===== src/rtl/handheld_console_divider_timer_unit_defines.svh =====
// Assertion macros for the handheld console divider timer unit.
`ifndef HANDHELD_CONSOLE_DIVIDER_TIMER_UNIT_DEFINES_SVH
`define HANDHELD_CONSOLE_DIVIDER_TIMER_UNIT_DEFINES_SVH

`ifndef SYNTHESIS
// Same-cycle implication, checked outside of reset.
`define HCDT_ASSERT_NOW(label, clk, rst, ante, cons) \
   label: assert property (@(posedge clk) disable iff (rst) (ante) |-> (cons)) \
      else $error("hcdt assertion failed");
// Next-cycle implication, checked outside of reset.
`define HCDT_ASSERT_NEXT(label, clk, rst, ante, cons) \
   label: assert property (@(posedge clk) disable iff (rst) (ante) |=> (cons)) \
      else $error("hcdt assertion failed");
`else
`define HCDT_ASSERT_NOW(label, clk, rst, ante, cons)
`define HCDT_ASSERT_NEXT(label, clk, rst, ante, cons)
`endif

`endif


===== src/rtl/hcdt_pkg.sv =====
// Types and constants shared by the divider timer unit modules.
package hcdt_pkg;

   // Operation codes of an input item.
   localparam logic [3:0] OP_TICK      = 4'd0;
   localparam logic [3:0] OP_WRITE_DIV = 4'd1;
   localparam logic [3:0] OP_WRITE_TIMA = 4'd2;
   localparam logic [3:0] OP_WRITE_TMA = 4'd3;
   localparam logic [3:0] OP_WRITE_TAC = 4'd4;
   localparam logic [3:0] OP_READ_DIV  = 4'd5;
   localparam logic [3:0] OP_READ_TIMA = 4'd6;
   localparam logic [3:0] OP_READ_TMA  = 4'd7;
   localparam logic [3:0] OP_READ_TAC  = 4'd8;

   // Control register enable bit, reload delay length and counter maximum.
   localparam int unsigned TAC_ENABLE_BIT = 2;
   localparam logic [2:0] RELOAD_TICKS = 3'd4;
   localparam logic [7:0] COUNTER_MAX = 8'hff;

   // Divider bit watched for each speed setting.
   localparam logic [15:0] TAP_MASK [4] = '{16'h0200, 16'h0008, 16'h0020, 16'h0080};

   typedef struct packed {
      logic [3:0] operation;
      logic [7:0] write_data;
   } hcdt_item_type;

   typedef struct packed {
      logic [7:0] read_data;
      logic       timer_interrupt;
   } hcdt_result_type;

   // True when the divider bit selected by the control value is set.
   function automatic logic tap_set(input logic [15:0] div, input logic [7:0] ctl);
      tap_set = (div & TAP_MASK[ctl[1:0]]) != 16'd0;
   endfunction

endpackage


===== src/rtl/handheld_console_divider_timer_unit.sv =====
// Top level of the divider timer unit: input register, core and result register.
// Usage: each item on the req_ channel is a tick or a DIV/TIMA/TMA/TAC access,
// given by req_operation and req_write_data. Every item yields exactly one
// item on the rsp_ channel: rsp_read_data for reads, rsp_timer_interrupt
// when the item overflowed the counter.
// An accepted item is loaded into the input register; when it moves on, the core
// runs the timer update and the result register is loaded with its result.
// Throughput is one item per cycle while rsp_stall is low, set by the
// single-pass state update in the core.
// When rsp_stall is high with a result waiting, the input register still
// holds one more item, after which req_stall rises until the result is taken.
// Synchronous reset clears the divider, TIMA, TMA, TAC, the reload delay
// and window, and empties both registers.
`include "handheld_console_divider_timer_unit_defines.svh"

module handheld_console_divider_timer_unit
   import hcdt_pkg::*;
(
   input  logic       clock,
   input  logic       reset,
   input  logic       req_valid,
   output logic       req_stall,
   input  logic [3:0] req_operation,
   input  logic [7:0] req_write_data,
   output logic       rsp_valid,
   input  logic       rsp_stall,
   output logic [7:0] rsp_read_data,
   output logic       rsp_timer_interrupt
);

   logic            in_valid_ff, in_valid_in;
   hcdt_item_type   in_item_ff;
   logic            rsp_valid_ff, rsp_valid_in;
   hcdt_result_type rsp_result_ff;
   hcdt_result_type core_result;
   logic            advance;
   logic            accept;

   // The held item moves on when the result register is free or being taken.
   assign advance   = in_valid_ff && (!rsp_valid_ff || !rsp_stall);
   assign req_stall = in_valid_ff && !advance;
   assign accept    = req_valid && !req_stall;

   hcdt_core u_core (
      .clock   (clock),
      .reset   (reset),
      .advance (advance),
      .item    (in_item_ff),
      .result  (core_result)
   );

   // Valid flags of the two registers.
   always_comb begin
      in_valid_in = in_valid_ff;
      if (accept) begin
         in_valid_in = 1'b1;
      end else if (advance) begin
         in_valid_in = 1'b0;
      end
      rsp_valid_in = rsp_valid_ff;
      if (advance) begin
         rsp_valid_in = 1'b1;
      end else if (!rsp_stall) begin
         rsp_valid_in = 1'b0;
      end
   end

   always_ff @(posedge clock) begin
      if (reset) begin
         in_valid_ff  <= 1'b0;
         rsp_valid_ff <= 1'b0;
      end else begin
         in_valid_ff  <= in_valid_in;
         rsp_valid_ff <= rsp_valid_in;
      end
   end

   // Payload registers.
   always_ff @(posedge clock) begin
      if (accept) begin
         in_item_ff.operation  <= req_operation;
         in_item_ff.write_data <= req_write_data;
      end
      if (advance) begin
         rsp_result_ff <= core_result;
      end
   end

   assign rsp_valid           = rsp_valid_ff;
   assign rsp_read_data       = rsp_result_ff.read_data;
   assign rsp_timer_interrupt = rsp_result_ff.timer_interrupt;

   // An interrupt only comes from ticks and writes, which read back zero.
   `HCDT_ASSERT_NOW(a_irq_no_data, clock, reset, rsp_valid_ff && rsp_timer_interrupt, rsp_read_data == 8'd0)
   // The input side is only held back by an item that cannot move on.
   `HCDT_ASSERT_NOW(a_stall_needs_item, clock, reset, req_stall, in_valid_ff && rsp_valid_ff && rsp_stall)
   // An accepted item is held in the input register on the next cycle.
   `HCDT_ASSERT_NEXT(a_accept_holds, clock, reset, accept, in_valid_ff)
   // A moved item always produces a waiting result.
   `HCDT_ASSERT_NEXT(a_advance_result, clock, reset, advance, rsp_valid_ff)

endmodule


===== src/rtl/hcdt_core.sv =====
// Timer state registers and the single-pass update logic for one item.
module hcdt_core
   import hcdt_pkg::*;
(
   input  logic            clock,
   input  logic            reset,
   input  logic            advance,
   input  hcdt_item_type   item,
   output hcdt_result_type result
);

   logic [15:0] divider_ff, divider_in;
   logic [7:0]  counter_ff, counter_in;
   logic [7:0]  modulo_ff, modulo_in;
   logic [7:0]  control_ff, control_in;
   logic [2:0]  delay_ff, delay_in;
   logic        window_ff, window_in;

   // Next state and result for the item held in the input register.
   always_comb begin
      logic       bump;
      logic [2:0] delay_dec;
      divider_in = divider_ff;
      counter_in = counter_ff;
      modulo_in  = modulo_ff;
      control_in = control_ff;
      delay_in   = delay_ff;
      window_in  = window_ff;
      bump       = 1'b0;
      delay_dec  = delay_ff - 3'd1;
      result     = '0;
      unique case (item.operation)
         OP_TICK: begin
            divider_in = divider_ff + 16'd1;
            window_in  = 1'b0;
            if (delay_ff != 3'd0) begin
               delay_in = delay_dec;
               if (delay_dec == 3'd0) begin
                  counter_in = modulo_ff;
                  window_in  = 1'b1;
               end
            end
            bump = control_ff[TAC_ENABLE_BIT] && tap_set(divider_ff, control_ff) &&
                   !tap_set(divider_in, control_ff);
         end
         OP_WRITE_DIV: begin
            bump       = control_ff[TAC_ENABLE_BIT] && tap_set(divider_ff, control_ff);
            divider_in = 16'd0;
         end
         OP_WRITE_TIMA: begin
            if (!window_ff) begin
               counter_in = item.write_data;
               delay_in   = 3'd0;
            end
         end
         OP_WRITE_TMA: begin
            modulo_in = item.write_data;
            if (window_ff) begin
               counter_in = item.write_data;
            end
         end
         OP_WRITE_TAC: begin
            bump = control_ff[TAC_ENABLE_BIT] && !item.write_data[TAC_ENABLE_BIT] &&
                   tap_set(divider_ff, control_ff);
            control_in = item.write_data;
         end
         OP_READ_DIV:  result.read_data = divider_ff[15:8];
         OP_READ_TIMA: result.read_data = counter_ff;
         OP_READ_TMA:  result.read_data = modulo_ff;
         OP_READ_TAC:  result.read_data = control_ff;
         default: ;
      endcase
      // Counter increment; an overflow starts the reload delay.
      if (bump) begin
         if (counter_in == COUNTER_MAX) begin
            counter_in             = 8'd0;
            delay_in               = RELOAD_TICKS;
            result.timer_interrupt = 1'b1;
         end else begin
            counter_in = counter_in + 8'd1;
         end
      end
   end

   // State is committed when the item moves to the result register.
   always_ff @(posedge clock) begin
      if (reset) begin
         divider_ff <= '0;
         counter_ff <= '0;
         modulo_ff  <= '0;
         control_ff <= '0;
         delay_ff   <= '0;
         window_ff  <= 1'b0;
      end else if (advance) begin
         divider_ff <= divider_in;
         counter_ff <= counter_in;
         modulo_ff  <= modulo_in;
         control_ff <= control_in;
         delay_ff   <= delay_in;
         window_ff  <= window_in;
      end
   end

endmodule


===== config.mk =====
export PLATFORM = sky130hd
export DESIGN_NAME = handheld_console_divider_timer_unit
export DESIGN_NICKNAME = d
export VERILOG_FILES = /design/src/rtl/hcdt_pkg.sv /design/src/rtl/handheld_console_divider_timer_unit.sv /design/src/rtl/hcdt_core.sv
export VERILOG_INCLUDE_DIRS = /design/src /design/src/rtl
export SDC_FILE = /design/constraint.sdc
export NUM_CORES = 1
export LEC_CHECK = 0
export BUFFER_PORTS_ARGS = -buffer_cell sky130_fd_sc_hd__buf_4
export CAP_MARGIN = 30
export CORE_MARGIN = 2
export CORE_UTILIZATION = 55
export CTS_CLUSTER_DIAMETER = 40
export DETAILED_ROUTE_END_ITERATION = 16
export GPL_ROUTABILITY_DRIVEN = 0
export PLACE_DENSITY = 0.71
export SYNTH_ARGS = -nofsm -noshare
export SYNTH_HDL_FRONTEND = slang
export SYNTH_SLANG_ARGS = --single-unit

===== constraint.sdc =====
create_clock -name clock -period 4.2 [get_ports clock]
set_input_delay 1.26 -clock clock [delete_from_list [all_inputs] [get_ports clock]]
set_output_delay 1.26 -clock clock [all_outputs]
set_load 0.01 [all_outputs]

==> run_results.csv, run 1 <==
group,metric,value,unit
setup_path,worstPathMaxFanout,10,
cts,cts.sinks,67,
yosys,synth_cell_types,66,
cts,ctsHoldBuffers,0,
grt,grt_overflow,0,
place,place_inst,461,
timing,tns,0,ns
cts,clock_latency,0.36,ns
drt,viasPerCell,6.235,
yosys,postSynthCellCount,375,
power_and_ir_drop,ir_worst_vdd,252.1,µV
die,die_w,85.48,µm
timing,hold_viol_final,0,
drt,drt-pass1-iter-count,6,
yosys,yosysWarnings,0,
yosys,syn_area,0.003651,mm²
run_status,run_status,"finished, final reports clean",
drt,ant_nets,0,
place,dp_hpwl,5.874,mm
cts,cts-resized-gates,0,
grt,grt_max_degree,41,
grt,antenna_found_initial,0,
layout,final.fill_count,548,
worst_hold_path,worstHoldPathCells,2,
drt,drc_errors,0,
timing,skew,0.01557,ns
drt,drt_iter0_markers,370,
timing,fin_crit,3.322,ns
setup_path,rr_worst_depth,11,
yosys,synth-edff-count,21,
die,fp.dieArea,0.007306,mm²
die,start_util,57.17,%
run,maxCapViolations,0,
yosys,synth_top_flop_cell,"dfxtp_1",
yosys,ys_ff_latch,67,
layout,drive_gt1_share,17.00,%
layout,nets,417,
cts,cts_inserted_buffers,9,
timing,setup_violations,0,
drt,drt-total-wl,8.495,mm
timing,tightest_slew,0.8566,ns
drt,vias,2974,
cts,post-cts-setup-buffers,0,
yosys,async_flop_share,0,%
timing,layout_setup_ws,0.8776,ns
grt,grt_usage,24.71,%
setup_path,startpoint_type,"register",
cts,cts_root_buf,"clkbuf_8",
grt,grt_pass1_vias,2800,
setup_path,arrival,3.61,ns
yosys,synth_nets,397,
die,chipHeight,85.48,µm
yosys,yosysSeqAreaShare,42.49,%
die,row_count,29,
cts,clk_pin_slew_worst_paths,0.08,ns
power_and_ir_drop,powerDensity,328.8,mW/mm²
timing,max_slew_margin,42.78,%
setup_path,crit_type,"register to register",
timing,drv_slew,0,
yosys,syn_avg_cell_area,9.736,µm²
place,io_buffers,26,
timing,max_freq,301.0,MHz
cts,htree_levels,3,
power_and_ir_drop,leakagePower,1.473,nW
timing,min_period_over_period,79.11,%
grt,grt_pass1_wl,13.93,mm
die,placeableCoreArea,0.006386,mm²
cts,cts_tree,"built",
place,dp_slack,0.9080,ns
layout,syn_to_final_growth,10.42,%
setup_path,required,4.49,ns
layout,final_cells,477,
cts,clockBufferDepth,2,
worst_hold_path,hold_class,"register to register",
drt,wl_per_cell,17.81,µm
setup_path,end_kind,"register",
layout,n_antenna_cell,0,
timing,rsz0062_at_grt,"false",
die,pin_count,27,
==> path summary, 6_finish.rpt <==
| kind | from | to | slack, ns |
|---|---|---|---|
| setup / recovery | u_core.delay_ff[0] | u_core.counter_ff[7] | 0.88 |
| hold / removal | u_core.delay_ff[1] | u_core.delay_ff[1] | 0.47 |
| setup reg to reg | u_core.delay_ff[0] | u_core.counter_ff[7] | 0.88 |
| hold reg to reg | u_core.delay_ff[1] | u_core.delay_ff[1] | 0.47 |
==> registers in the layout (all words and copies together) (netlist names) <==
name,count
u_core.delay_ff,3
in_valid_ff,1
rsp_read_data,8
rsp_valid,1
u_core.counter_ff,8
rsp_timer_interrupt,1
u_core.window_ff,1
in_item_ff,12
u_core.control_ff,8
u_core.divider_ff,16
u_core.modulo_ff,8
==> per-stage QoR <==
| stage | hold slack [ns] | power, mW | util (%) | area, µm² |
|---|---|---|---|---|
| floorplan | 0.4378 | 0.7624 | - | 3651 |
| global placement | 0.4643 | 0.7924 | 60.07 | 3836 |
| detailed placement | 0.4614 | 0.7942 | 60.07 | 3836 |
| CTS | 0.4723 | 1.329 | 63.13 | 4031 |
| global route | 0.5049 | 1.361 | 63.13 | 4031 |
| finish | 0.4692 | 1.326 | 63.13 | 4031 |
==> metal layers <==
metal / wire, µm / up-vias / GRT usage [%]
li1: - / 1417 / -
met1: 3929 / 1421 / 34.00
met2: 3784 / 113 / 37.71
met3: 550 / 23 / 4.377
met4: 231 / 0 / 11.98
met5: 0 / - / 0
==> layout by cell type (no fill, tap or decap), drive strengths merged, types with 4 or more instances in the layout <==
| cell type | n |
|---|---|
| o311ai | 5 |
| buf | 29 |
| clkbuf | 12 |
| or3 | 8 |
| nor3 | 4 |
| nand2 | 23 |
| o21ai | 13 |
| xor2 | 8 |
| nand4 | 9 |
| a221o | 8 |
| nand3b | 4 |
| ha | 6 |
| mux2i | 27 |
| inv | 16 |
| nor4 | 4 |
| edfxtp | 21 |
| and3 | 8 |
| or4 | 4 |
| and4 | 4 |
| dfxtp | 46 |
| a21oi | 18 |
| xnor2 | 7 |
| nand3 | 18 |
| nor2 | 55 |
==> cell usage after synthesis (all sizes together), types with 2 or more instances <==
master / instances / area (µm²)
a221o: 8 / 82.58
and4: 4 / 36.29
nand2: 23 / 86.33
nand4: 9 / 56.30
a41o: 2 / 21.27
o31ai: 2 / 15.01
and2: 2 / 12.51
a22oi: 2 / 15.01
o311ai: 5 / 91.34
a21oi: 18 / 90.09
nand2b: 2 / 12.51
buf: 9 / 77.57
and3: 8 / 51.30
nor3: 4 / 20.02
xor2: 8 / 70.07
or4: 4 / 30.03
dfxtp: 46 / 920.9
nor3b: 3 / 22.52
or3: 8 / 55.05
clkbuf: 11 / 51.30
nand3b: 4 / 30.03
edfxtp: 21 / 630.6
o211ai: 3 / 32.53
mux2i: 27 / 270.3
a31oi: 3 / 18.77
nand3: 18 / 100.1
nor2: 55 / 206.5
a21o: 3 / 22.52
xnor2: 7 / 68.82
ha: 6 / 75.07
o21ai: 13 / 65.06
nor4: 4 / 61.31
inv: 16 / 60.06
==> power by group <==
part           internal (mW)  leakage (nW)  switching [mW]
logic                 0.0335         0.809          0.0500
registers              0.682         0.572          0.0161
clock network          0.290        0.0926           0.254
total                   1.01          1.47           0.320
==> critical path: stages (launching register included) <==
cell and delay [ns]:
dfxtp_1 0.40, inv_1 0.06, ha_1 0.21, ha_1 0.30, and3b_1 0.43, and2_1 0.53
o311ai_2 0.19, ha_1 0.28, nand2_1 0.14, nor4_4 0.09, or4_1 0.54, o211ai_2 0.09
==> cells by family (layout without fill, tap and decap cells) <==
logic type | count (synthesis) | count (layout) | synth area share [%]
simple gates | 153 | 153 | 22.45
fa+ha+maj | 6 | 6 | 2.056
flops | 67 | 67 | 42.49
mux | 28 | 28 | 8.019
xor+xnor | 15 | 15 | 3.804
compound gates | 70 | 70 | 16.00
buf+inv | 36 | 61 | 5.175
==> final cells by class <==
cell class | instances | area (µm²) | area share (%)
inverter | 16 | 60.06 | 1.490
timing repair buffer | 29 | 217.7 | 5.400
clock inverter | 4 | 50.05 | 1.241
tap | 77 | 96.34 | 2.390
clock buffer | 12 | 145.1 | 3.600
multi-input combinational | 272 | 1911 | 47.39
sequential | 67 | 1551 | 38.49
(Power assumes the default switching activity.)
==> run 2: changes to the inputs <==
Settings changed: CORE_UTILIZATION 55 to 54, PLACE_DENSITY 0.71 to 0.73.
Clock period 4.2 ns to 2.8 ns, I/O delays scaled along.
==> run 2 against run 1 <==
Compared with the run above: final cell count grew 5.5%; die area grew 1.8%; hold slack lost 0.0048 ns; design area grew 6.6%; clock-buffer cell count shrank 2; critical path depth grew 1; clock power grew 34%; core utilization grew 3.4 points; largest cell class unchanged; highest routed layer unchanged.
==> run_results.csv, run 2 (same netlist as run 1, synthesis figures left out) <==
group,metric,value,unit
run_status,run_status,"finished, final reports clean",
timing,max_slew_margin,64.88,%
grt,grt_overflow,0,
die,start_util,56.53,%
worst_hold_path,min_from,"u_core.delay_ff[1]",
grt,grt_pass1_vias,2814,
setup_path,worstPathMaxFanout,8,
cts,cts.sinks,67,
cts,htree_levels,3,
timing,setup_violations,0,
grt,grt_pass1_wl,13.92,mm
drt,drt-pass1-iter-count,4,
cts,clockBufferDepth,2,
layout,final.fill_count,532,
timing,tightest_slew,0.5268,ns
grt,grt_usage,24.36,%
setup_path,required,3.08,ns
cts,cts_root_buf,"clkbuf_8",
worst_hold_path,worstHoldPathCells,2,
run,maxCapViolations,0,
layout,max_flop_register,"u_core.divider_ff",
cts,cts_inserted_buffers,9,
power_and_ir_drop,ir_worst_vdd,447.9,µV
drt,drt_iter0_markers,192,
power_and_ir_drop,leakagePower,1.632,nW
timing,hold_viol_final,0,
drt,drc_errors,0,
cts,clock_latency,0.34,ns
die,pin_count,27,
place,dp_hpwl,6.268,mm
layout,final_common_cell,"nor2_1",
layout,drive_gt1_share,24.65,%
timing,fin_crit,2.712,ns
layout,largest_registers,"u_core.divider_ff (16), in_item_ff (12)",
place,io_buffers,26,
die,chipHeight,86.23,µm
layout,nets,443,
layout,post-route-util,66.54,%
die,placeableCoreArea,0.006459,mm²
power_and_ir_drop,powerDensity,445.6,mW/mm²
setup_path,startpoint_type,"register",
place,place_inst,483,
layout,final_cells,503,
drt,wl_per_cell,16.92,µm
timing,drv_slew,0,
drt,ant_nets,0,
setup_path,end_kind,"register",
layout,syn_to_final_growth,17.72,%
worst_hold_path,min_to,"u_core.delay_ff[1]",
die,row_count,29,
layout,largest_register_ff_count,16,
grt,antenna_found_initial,0,
setup_path,reg2reg_slack,0.09,ns
grt,grt_max_degree,41,
setup_path,rr_worst_depth,12,
timing,rsz0062_at_grt,"false",
setup_path,r2r_end,"u_core.counter_ff[7]",
setup_path,arrival,2.99,ns
timing,min_period_over_period,96.84,%
timing,hold-worst-slack,0.4644,ns
layout,layout_common_cells,"55 x nor2_1, 54 x buf_4, 44 x dfxtp_1",
drt,vias,3025,
setup_path,crit_type,"register to register",
cts,cts_tree,"built",
worst_hold_path,hold_class,"register to register",
timing,max_freq,368.8,MHz
drt,drt-total-wl,8.510,mm
layout,n_antenna_cell,0,
die,die_w,86.23,µm
setup_path,regToRegStartpoint,"u_core.delay_ff[1]",
cts,clk_pin_slew_worst_paths,0.08,ns
power_and_ir_drop,totalPowerFinal,1.915,mW
timing,layout_setup_ws,0.08841,ns
place,dp_slack,-0.03963,ns
timing,skew,0.009704,ns
drt,viasPerCell,6.014,
die,fp.dieArea,0.007435,mm²
cts,ctsHoldBuffers,0,
[run 2: routing by layer]
layer | wire length [µm] | vias up | part of all wire (%) | track usage [%]
met3 | 516 | 15 | 6.1 | 5.524
met4 | 210 | 0 | 2.5 | 9.375
met5 | 0 | - | 0 | 0
met2 | 3963 | 92 | 47 | 38.13
li1 | - | 1470 | - | -
met1 | 3819 | 1448 | 45 | 33.09
[run 2: repair_timing]
action | 4_1_cts | 5_1_grt
gates resized for setup | 1 | 10
setup buffers | 4 | 0
pin swaps | 2 | 2
setup endpoints to repair | 4 | 8
[run 2: worst max-delay path: stages, from the launching register on]
cell      delay (ns)
dfxtp_2         0.34
inv_1           0.08
ha_4            0.18
ha_4            0.20
and3b_2         0.20
and2_1          0.18
buf_6           0.15
a221o_2         0.42
nand2_2         0.10
nor4_4          0.05
buf_4           0.16
or4_4           0.51
o211ai_2        0.08
[run 2: layout make-up]
cell class | instances | area [µm²] | area share [%]
Multi-Input combinational cell | 272 | 1993 | 46.38
Sequential cell | 67 | 1554 | 36.16
Timing Repair Buffer | 55 | 416.7 | 9.694
Clock buffer | 10 | 137.6 | 3.202
Tap cell | 77 | 96.34 | 2.242
Inverter | 16 | 60.06 | 1.397
Clock inverter | 6 | 40.04 | 0.9316
[run 2: through the flow]
stage          setup TNS, ns  area [µm²]
2_1_floorplan              0        3677
3_3_place_gp               0        4028
3_5_place_dp         -0.1109        4028
4_1_cts                    0        4237
5_1_grt                    0        4298
6_report                   0        4298
[run 2: worst max path at each step]
stage | startpoint | endpoint | slack, ns | depth (start not counted)
6_report | u_core.delay_ff[1] | u_core.counter_ff[7] | 0.09 | 12
5_1_grt | u_core.delay_ff[1] | u_core.counter_ff[7] | 0.008 | 12
4_1_cts | u_core.delay_ff[1] | u_core.counter_ff[7] | 0.02 | 12
3_5_place_dp | u_core.delay_ff[1] | u_core.counter_ff[7] | -0.04 | 12
3_3_place_gp | u_core.delay_ff[1] | u_core.counter_ff[7] | 0.04 | 12
2_1_floorplan | u_core.delay_ff[0] | u_core.counter_ff[7] | 0.0005 | 13
[run 2: power breakdown]
part           internal [mW]  switching [mW]
logic                 0.0636          0.0789
clock network          0.345           0.382
registers               1.02          0.0230
